`src/rtl/rmf_pkg.sv`:
```
// ----------------------------------------------------------------------------
// rmf_pkg
// Shared types and constants for the rolling mean filter: field widths,
// register map, queue status and the controller state encodings.
// ----------------------------------------------------------------------------
package rmf_pkg;

  // Field and datapath widths
  localparam int SAMPLE_W       = 32;
  localparam int SUM_W          = 38;
  localparam int WIN_W          = 7;
  localparam int MAX_WINDOW_DEF = 64;

  // Register map
  localparam int APB_ADDR_W = 3;
  localparam int APB_DATA_W = 32;
  localparam logic [0:0] REG_WINDOW = 1'b0;
  localparam logic [WIN_W-1:0] WINDOW_RESET = 7'd10;

  // Queue between front and back (power of two)
  localparam int QUEUE_DEPTH = 2;

  // Divider step counter
  localparam int DIV_CNT_W = $clog2(SUM_W + 1);

  // Saturation limits of the quotient magnitude and the output
  localparam logic [SUM_W-1:0] MAG_POS_LIM = SUM_W'({1'b0, {31{1'b1}}});
  localparam logic [SUM_W-1:0] MAG_NEG_LIM = SUM_W'({1'b1, {31{1'b0}}});
  localparam logic [SAMPLE_W-1:0] MEAN_MAX = {1'b0, {31{1'b1}}};
  localparam logic [SAMPLE_W-1:0] MEAN_MIN = {1'b1, {31{1'b0}}};

  typedef struct packed {
    logic full;
    logic empty;
  } q_status_t;

  typedef enum logic [1:0] {
    FR_IDLE = 2'b01,
    FR_CALC = 2'b10
  } front_state_t;

  typedef enum logic [3:0] {
    BK_IDLE = 4'b0001,
    BK_DIV  = 4'b0010,
    BK_SAT  = 4'b0100,
    BK_HOLD = 4'b1000
  } back_state_t;

endpackage

```
`src/rtl/rmf_front.sv`:
```
// ----------------------------------------------------------------------------
// rmf_front
// Accepts samples, keeps the delay line, the running sum and the sample
// count, and pushes the updated sum with its divisor into the queue.
// ----------------------------------------------------------------------------
module rmf_front #(
  parameter int MAX_WINDOW = rmf_pkg::MAX_WINDOW_DEF,
  parameter int CW         = $clog2(MAX_WINDOW + 1)
) (
  input  logic                        clk,
  input  logic                        rst,
  input  logic [rmf_pkg::WIN_W-1:0]   window_length,
  input  logic signed [rmf_pkg::SAMPLE_W-1:0] sample,
  input  logic                        starts_column,
  input  logic                        in_valid,
  output logic                        in_ready,
  output logic                        push,
  output logic [rmf_pkg::SUM_W-1:0]   push_sum,
  output logic [CW-1:0]               push_count,
  input  rmf_pkg::q_status_t          q_status
);
  import rmf_pkg::*;

  localparam int AW = $clog2(MAX_WINDOW);
  localparam int DW = CW + 1;
  localparam int EXT_W = SUM_W - SAMPLE_W;

  front_state_t state;

  // Delay line memory: one write and one registered read per beat
  logic [SAMPLE_W-1:0] history [MAX_WINDOW];

  logic [AW-1:0]       wp;
  logic [AW-1:0]       wp_next;
  logic [AW-1:0]       old_addr;
  logic [CW-1:0]       seen;
  logic [CW-1:0]       seen_eff;
  logic [CW-1:0]       win_eff;
  logic [DW-1:0]       old_diff;
  logic                win_full;
  logic                accept;
  logic [SUM_W-1:0]    sum;
  logic [SUM_W-1:0]    sum_next;

  // Per-beat payload held for the update cycle
  logic [SAMPLE_W-1:0] smp;
  logic [SAMPLE_W-1:0] old_smp;
  logic [SUM_W-1:0]    base;
  logic                drop;
  logic [CW-1:0]       cnt;

  assign in_ready = (state == FR_IDLE);
  assign accept   = in_valid && in_ready;

  // Clamp the window register to 1..MAX_WINDOW
  always_comb begin
    if (window_length == '0) begin
      win_eff = CW'(1);
    end else if (int'(window_length) > MAX_WINDOW) begin
      win_eff = CW'(MAX_WINDOW);
    end else begin
      win_eff = CW'(window_length);
    end
  end

  // Start flag restarts the count; the window is full once count reaches it
  assign seen_eff = starts_column ? '0 : seen;
  assign win_full = (seen_eff >= win_eff);

  // Address of the sample leaving the window, modulo the line depth
  assign old_diff = DW'(wp) - DW'(win_eff);
  assign old_addr = old_diff[DW-1] ? AW'(old_diff + DW'(MAX_WINDOW)) : AW'(old_diff);
  assign wp_next  = (wp == AW'(MAX_WINDOW - 1)) ? '0 : wp + 1'b1;

  // Add the new sample, drop the leaving one; wraps within the sum width
  assign sum_next = base + {{EXT_W{smp[SAMPLE_W-1]}}, smp}
                  - (drop ? {{EXT_W{old_smp[SAMPLE_W-1]}}, old_smp} : '0);

  assign push       = (state == FR_CALC) && !q_status.full;
  assign push_sum   = sum_next;
  assign push_count = cnt;

  // Write the new sample, read the leaving one (read before write)
  always_ff @(posedge clk) begin
    if (accept) begin
      history[wp] <= sample;
      old_smp     <= history[old_addr];
    end
  end

  // Capture the beat
  always_ff @(posedge clk) begin
    if (accept) begin
      smp  <= sample;
      base <= starts_column ? '0 : sum;
      drop <= win_full;
      cnt  <= win_full ? win_eff : seen_eff + 1'b1;
    end
  end

  // Control: pointer, count, sum and state
  always_ff @(posedge clk) begin
    if (rst) begin
      state <= FR_IDLE;
      wp    <= '0;
      seen  <= '0;
      sum   <= '0;
    end else begin
      case (state)
        FR_IDLE: begin
          if (accept) begin
            wp    <= wp_next;
            seen  <= (seen_eff < CW'(MAX_WINDOW)) ? seen_eff + 1'b1 : seen_eff;
            state <= FR_CALC;
          end
        end
        FR_CALC: begin
          if (!q_status.full) begin
            sum   <= sum_next;
            state <= FR_IDLE;
          end
        end
        default: begin
          state <= FR_IDLE;
        end
      endcase
    end
  end

endmodule

```
`src/rtl/rmf_queue.sv`:
```
// ----------------------------------------------------------------------------
// rmf_queue
// Short FIFO carrying sum and divisor pairs from the front to the divider.
// ----------------------------------------------------------------------------
module rmf_queue #(
  parameter int DW = 45
) (
  input  logic               clk,
  input  logic               rst,
  input  logic               push,
  input  logic [DW-1:0]      push_data,
  input  logic               pop,
  output logic [DW-1:0]      pop_data,
  output rmf_pkg::q_status_t q_status
);
  import rmf_pkg::*;

  localparam int QW = $clog2(QUEUE_DEPTH);

  logic [DW-1:0] entries [QUEUE_DEPTH];
  logic [QW-1:0] wr_ptr;
  logic [QW-1:0] rd_ptr;
  logic [QW:0]   count;

  assign q_status.full  = (count == (QW + 1)'(QUEUE_DEPTH));
  assign q_status.empty = (count == '0);
  assign pop_data       = entries[rd_ptr];

  // Store the pushed beat
  always_ff @(posedge clk) begin
    if (push) begin
      entries[wr_ptr] <= push_data;
    end
  end

  // Advance pointers and track occupancy
  always_ff @(posedge clk) begin
    if (rst) begin
      wr_ptr <= '0;
      rd_ptr <= '0;
      count  <= '0;
    end else begin
      if (push) begin
        wr_ptr <= wr_ptr + 1'b1;
      end
      if (pop) begin
        rd_ptr <= rd_ptr + 1'b1;
      end
      case ({push, pop})
        2'b10:   count <= count + 1'b1;
        2'b01:   count <= count - 1'b1;
        default: count <= count;
      endcase
    end
  end

`ifndef SYNTHESIS
  a_no_push_full: assert property (@(posedge clk) disable iff (rst)
    push |-> !q_status.full)
    else $error("queue pushed while full");

  a_no_pop_empty: assert property (@(posedge clk) disable iff (rst)
    pop |-> !q_status.empty)
    else $error("queue popped while empty");

  a_count_bound: assert property (@(posedge clk) disable iff (rst)
    count <= (QW + 1)'(QUEUE_DEPTH))
    else $error("queue occupancy out of range");
`endif

endmodule

```
`src/rtl/rmf_divider.sv`:
```
// ----------------------------------------------------------------------------
// rmf_divider
// Back end: takes a sum and divisor from the queue, divides one quotient bit
// per cycle toward zero, saturates to 32 bits and holds the mean for output.
// ----------------------------------------------------------------------------
module rmf_divider #(
  parameter int CW = 7
) (
  input  logic                        clk,
  input  logic                        rst,
  input  rmf_pkg::q_status_t          q_status,
  output logic                        pop,
  input  logic [rmf_pkg::SUM_W-1:0]   pop_sum,
  input  logic [CW-1:0]               pop_count,
  output logic signed [rmf_pkg::SAMPLE_W-1:0] mean,
  output logic                        out_valid,
  input  logic                        out_ready
);
  import rmf_pkg::*;

  back_state_t          state;
  logic [SUM_W-1:0]     dvd;
  logic [CW-1:0]        divisor;
  logic [CW-1:0]        rem;
  logic [CW:0]          rem_sh;
  logic                 ge;
  logic                 neg;
  logic [DIV_CNT_W-1:0] steps;

  assign pop       = (state == BK_IDLE) && !q_status.empty;
  assign out_valid = (state == BK_HOLD);

  // One restoring step: shift in the next dividend bit, subtract if it fits
  assign rem_sh = {rem, dvd[SUM_W-1]};
  assign ge     = (rem_sh >= {1'b0, divisor});

  // Datapath: load magnitude, iterate, saturate
  always_ff @(posedge clk) begin
    case (state)
      BK_IDLE: begin
        if (pop) begin
          neg     <= pop_sum[SUM_W-1];
          dvd     <= pop_sum[SUM_W-1] ? (~pop_sum + 1'b1) : pop_sum;
          divisor <= pop_count;
          rem     <= '0;
        end
      end
      BK_DIV: begin
        rem <= ge ? CW'(rem_sh - {1'b0, divisor}) : CW'(rem_sh);
        dvd <= {dvd[SUM_W-2:0], ge};
      end
      BK_SAT: begin
        if (neg) begin
          mean <= (dvd > MAG_NEG_LIM) ? MEAN_MIN : (~dvd[SAMPLE_W-1:0] + 1'b1);
        end else begin
          mean <= (dvd > MAG_POS_LIM) ? MEAN_MAX : dvd[SAMPLE_W-1:0];
        end
      end
      default: begin
      end
    endcase
  end

  // Sequencer
  always_ff @(posedge clk) begin
    if (rst) begin
      state <= BK_IDLE;
      steps <= '0;
    end else begin
      case (state)
        BK_IDLE: begin
          if (pop) begin
            steps <= DIV_CNT_W'(SUM_W);
            state <= BK_DIV;
          end
        end
        BK_DIV: begin
          steps <= steps - 1'b1;
          if (steps == DIV_CNT_W'(1)) begin
            state <= BK_SAT;
          end
        end
        BK_SAT: begin
          state <= BK_HOLD;
        end
        BK_HOLD: begin
          if (out_ready) begin
            state <= BK_IDLE;
          end
        end
        default: begin
          state <= BK_IDLE;
        end
      endcase
    end
  end

`ifndef SYNTHESIS
  a_rem_below_div: assert property (@(posedge clk) disable iff (rst)
    (state == BK_DIV) |-> (rem < divisor))
    else $error("partial remainder not below divisor");

  a_valid_after_sat: assert property (@(posedge clk) disable iff (rst)
    $rose(out_valid) |-> $past(state == BK_SAT))
    else $error("mean shown without a finished division");

  a_divisor_nonzero: assert property (@(posedge clk) disable iff (rst)
    pop |-> (pop_count != '0))
    else $error("zero divisor taken from queue");
`endif

endmodule

```
`src/rtl/rolling_mean_filter.sv`:
```
// Path from sample beat to mean valid: front update, queue pop, the
//   divider steps, saturate; it takes longer while the divider is busy.
// The sustained sample rate is set by the bit-serial divider (load,
//   divider steps, saturate, output beat); the queue and the front
//   take three more samples while a mean waits.
// Reset: clears sum, count, pointer and queue; window 10; delay line kept.
// ----------------------------------------------------------------------------
// rolling_mean_filter
// Simple moving average of signed Q16.16 samples with an APB window register.
// ----------------------------------------------------------------------------
module rolling_mean_filter #(
  parameter int MAX_WINDOW = rmf_pkg::MAX_WINDOW_DEF
) (
  input  logic                             clk,
  input  logic                             rst,
  // APB configuration port
  input  logic                             psel,
  input  logic                             penable,
  input  logic                             pwrite,
  input  logic [rmf_pkg::APB_ADDR_W-1:0]   paddr,
  input  logic [rmf_pkg::APB_DATA_W-1:0]   pwdata,
  output logic [rmf_pkg::APB_DATA_W-1:0]   prdata,
  output logic                             pready,
  // Sample input
  input  logic signed [rmf_pkg::SAMPLE_W-1:0] sample,
  input  logic                             starts_column,
  input  logic                             in_valid,
  output logic                             in_ready,
  // Mean output
  output logic signed [rmf_pkg::SAMPLE_W-1:0] mean,
  output logic                             out_valid,
  input  logic                             out_ready
);
  import rmf_pkg::*;

  localparam int CW = $clog2(MAX_WINDOW + 1);
  localparam int QDW = SUM_W + CW;

  logic [WIN_W-1:0] window_length;
  logic             reg_sel;
  logic             push;
  logic             pop;
  logic [SUM_W-1:0] push_sum;
  logic [CW-1:0]    push_count;
  logic [QDW-1:0]   pop_data;
  q_status_t        q_status;

  // Register access
  assign pready  = 1'b1;
  assign reg_sel = (paddr[APB_ADDR_W-1:2] == REG_WINDOW);
  assign prdata  = reg_sel ? APB_DATA_W'(window_length) : '0;

  always_ff @(posedge clk) begin
    if (rst) begin
      window_length <= WINDOW_RESET;
    end else if (psel && penable && pwrite && pready && reg_sel) begin
      window_length <= pwdata[WIN_W-1:0];
    end
  end

  rmf_front #(
    .MAX_WINDOW (MAX_WINDOW),
    .CW         (CW)
  ) u_front (
    .clk           (clk),
    .rst           (rst),
    .window_length (window_length),
    .sample        (sample),
    .starts_column (starts_column),
    .in_valid      (in_valid),
    .in_ready      (in_ready),
    .push          (push),
    .push_sum      (push_sum),
    .push_count    (push_count),
    .q_status      (q_status)
  );

  rmf_queue #(
    .DW (QDW)
  ) u_queue (
    .clk       (clk),
    .rst       (rst),
    .push      (push),
    .push_data ({push_sum, push_count}),
    .pop       (pop),
    .pop_data  (pop_data),
    .q_status  (q_status)
  );

  rmf_divider #(
    .CW (CW)
  ) u_divider (
    .clk       (clk),
    .rst       (rst),
    .q_status  (q_status),
    .pop       (pop),
    .pop_sum   (pop_data[QDW-1:CW]),
    .pop_count (pop_data[CW-1:0]),
    .mean      (mean),
    .out_valid (out_valid),
    .out_ready (out_ready)
  );

endmodule

```
`config.mk`:
```
export PLATFORM = sky130hd
export DESIGN_NAME = rolling_mean_filter
export DESIGN_NICKNAME = d
export VERILOG_FILES = /design/src/rtl/rmf_pkg.sv /design/src/rtl/rmf_front.sv /design/src/rtl/rmf_queue.sv /design/src/rtl/rmf_divider.sv /design/src/rtl/rolling_mean_filter.sv
export SDC_FILE = /design/constraint.sdc
export NUM_CORES = 2
export LEC_CHECK = 0
export ABC_AREA = 1
export ABC_CLOCK_PERIOD_IN_PS = 11700
export BUFFER_PORTS_ARGS = -buffer_cell sky130_fd_sc_hd__buf_2
export CAP_MARGIN = 30
export CORE_AREA = 2 2 506 382
export DETAILED_ROUTE_END_ITERATION = 12
export DIE_AREA = 0 0 508 384
export PLACE_DENSITY_LB_ADDON = 0.25
export SLEW_MARGIN = 20
export SYNTH_ARGS = -nofsm -noshare
export SYNTH_HDL_FRONTEND = slang
export SYNTH_SLANG_ARGS = --single-unit
```
`constraint.sdc`:
```
create_clock -name clk -period 11.7 [get_ports clk]
set_input_delay 1.755 -clock clk [delete_from_list [all_inputs] [get_ports clk]]
set_output_delay 1.755 -clock clk [all_outputs]
set_load 0.1 [all_outputs]
```
==> reports/metrics.csv <==
metric;value;unit
Routed Antenna Nets;0;
EDFF count, synth;2333;
top_reg_cell synth;edfxtp_1;
GRT Residual Overflow;0;
fin cells;12400;
PortBufs;88;
# nets final;9825;
Yosys reg bits;2408;
routability congestion estimate;0.930;
routed wl met3;31900;microns
Core Rows;139;
1st-pass router iterations;6;
vias per std cell;5.68;
FFs w/ async S/R, synth;0;
largest net degree at the start of global routing;246;
Remaining DRCs;0;
Crit path required time;12.36;ns
die footprint;0.195;sq mm
area growth from synthesis to layout;10.0;%
Worst R2R Setup Slack;4.91;ns
fill count;15200;
slowest cell on the critical path;fa_4;
PD cells;188;mW/mm^2
crit share post-route;0.580;
clk_lat worst skew;0.87;ns
Slew headroom;0.322;
maximum VDD drop;163;uV
final setup vio count;0;
M1 wire length;115000;microns
CTS tree;yes;
Crit. End Element;register;
initial antenna violation count;7;
WL per Instance;22.3;microns
Die Wd;508;microns
CP top delay family;buffers and inverters;
slowest stage delay, CP;1.29;ns
Core ar.;0.190;sq mm
H-tree Lvls;4;
Post-CTS Setup Inserts;0;
CP Cell Sequence;nor2_1 > nand4_1 > nand2_1 > nand2_1 > o21ai_0 > ha_4 > fa_4 > buf_4 > buf_12 > buf_4 > o21ai_0 > o21ai_1 > nand2_1 > o21ai_1 > nand2_1 > nand3_1 > nand2_1 > o21ai_1;
maximum clock path buffer count;3;
post-synthesis instance area;0.104;sq mm
Max Cap Violations;0;
Buf/Inv on CP;3;
Synth Warn #;0;
actual slew at the worst max-slew pin;1.02;ns
Max Transition Viols Final;0;
CTS root buffer;clkbuf_16;
RSZ-0062 raised after global routing;no;
Synth cell types;47;
DPL Wire Length;154000;microns
Hold Violations, Final;0;
Die H;384;microns
critical path data arrival time;7.45;ns
cts bufs inserted;221;
top-level I/O count;142;
Multi-input gate area;0.0276;sq mm
fraction of layout cells with a size suffix above 1;0.0686;
CTS clk-pin slew, worst paths;0.06;ns
post-synthesis average cell area;10.8;sq um
CP max FO;174;
Inst Count DP;12000;
min cycle time layout;6.79;ns
global-route wire length before repair;411000;microns
Lkg Pwr;0.0418;uW
post-route setup TNS;0;ns
most used cell, CP;nand2_1;
vias in the first global route;66000;
Routed WL;276000;microns
Starting Density;0.546;
DR vias;70300;
sequential cell area;0.0716;sq mm
DRT iter0 DRCs;9752;
crit start category;register;
clk sinks;2408;
min-delay worst type;reg -> reg;
GRT Overall Usage;0.281;
Max Freq;0.147;GHz
Layout Skew;0.0482;ns
Resize count post-CTS;0;
status;finished, final reports clean;
share of the yosys chip area belonging to registers;0.688;
highest metal used;met5;
Crit Path Class;reg -> reg;
hold buffers post-CTS;0;
DR WL met2;121000;microns
post-synthesis cell count;9670;
==> cell families (layout without fill, tap and decap cells) <==
| kind of cell | count (synthesis) | after routing | synth area share |
|---|---|---|---|
| xor+xnor | 74 | 74 | 0.00631 |
| fa+ha+maj | 104 | 104 | 0.0153 |
| buf+inv | 1322 | 1459 | 0.0530 |
| simple gates | 3905 | 3905 | 0.147 |
| flops | 2408 | 2408 | 0.688 |
| other cells | 2 | 28 | 0.0000722 |
| compound gates | 1855 | 1855 | 0.0906 |
==> path summary, 6_finish.rpt <==
check                                           start                    end  depth (start not counted)
worst max-delay path                 window_length[4]    u_front.old_smp[10]                         18
worst min register to register  u_front.push_count[0]  u_queue.entries[0][0]                          0
worst max register to register       window_length[4]    u_front.old_smp[10]                         18
worst min-delay path            u_front.push_count[0]  u_queue.entries[0][0]                          0
==> layout by cell type (no fill, tap or decap), drive strengths merged, types with 34 or more instances in the layout <==
master / instances
a21oi: 110
buf: 257
clkbuf: 270
clkinv: 115
dfxtp: 75
edfxtp: 2333
fa: 39
ha: 65
inv: 793
nand2: 1447
nand3: 296
nand4: 37
nor2: 2070
nor3: 39
o21ai: 1680
o22ai: 34
xor2: 65
==> sequential cells by signal (all words and copies together), names as in the netlist, named ones only <==
name / count
u_front.history: 2048
u_queue.entries: 90
u_divider.dvd: 38
u_front.base: 38
u_front.sum: 38
u_divider.mean: 32
u_front.old_smp: 32
u_front.smp: 32
u_divider.divisor: 7
u_divider.rem: 7
u_front.push_count: 7
u_front.seen: 7
window_length: 7
u_divider.steps: 6
u_front.wp: 6
u_divider.state: 4
u_front.state: 2
u_queue.count: 2
u_divider.neg: 1
u_front.drop: 1
u_queue.rd_ptr: 1
u_queue.wr_ptr: 1
==> routing by layer <==
metal | vias to the layer above | track usage
met4 | 4 | 0.0856
met2 | 3303 | 0.420
met1 | 33800 | 0.408
li1 | 32700 | -
met5 | - | 0
met3 | 451 | 0.0698
==> synthesized netlist by cell type, types with 75 or more instances <==
cell type	count	area (sq um)
buf_4	82	616
buf_2	139	696
dfxtp_1	75	1500
a21oi_1	110	551
clkbuf_1	245	920
edfxtp_1	2333	70100
o21ai_0	959	4800
nor2_1	2068	7760
nand3_1	296	1480
inv_1	780	2930
nand2_1	1445	5420
o21ai_1	719	3600
==> per-stage QoR <==
step / area [sq um] / hold slack [ns] / utilization / total power [uW] / worst slack (ns)
finish: 114000 / 0.451 / 0.601 / 21500 / 4.91
global route: 114000 / 0.460 / 0.601 / 22400 / 4.39
CTS: 114000 / 0.447 / 0.600 / 21500 / 5.00
detailed placement: 107000 / 0.434 / 0.564 / 14500 / 5.05
global placement: 107000 / 0.425 / 0.562 / 14400 / 5.05
floorplan: 104000 / 0.421 / - / 13000 / 3.56
==> cell type report <==
cell class	instances	area share
Multi-Input combinational cell	5964	0.241
Clock inverter	140	0.0109
Clock buffer	268	0.0505
Inverter	792	0.0262
Timing Repair Buffer	259	0.0183
Sequential cell	2408	0.625
Tap cell	2538	0.0278
Antenna cell	2	0.0000437
==> power breakdown <==
group / switching (uW) / total, uW / internal, uW
Combinational: 3300 / 4520 / 1210
Sequential: 105 / 9880 / 9770
Clock: 3170 / 7080 / 3910
Power figures use the tool's default switching activity.
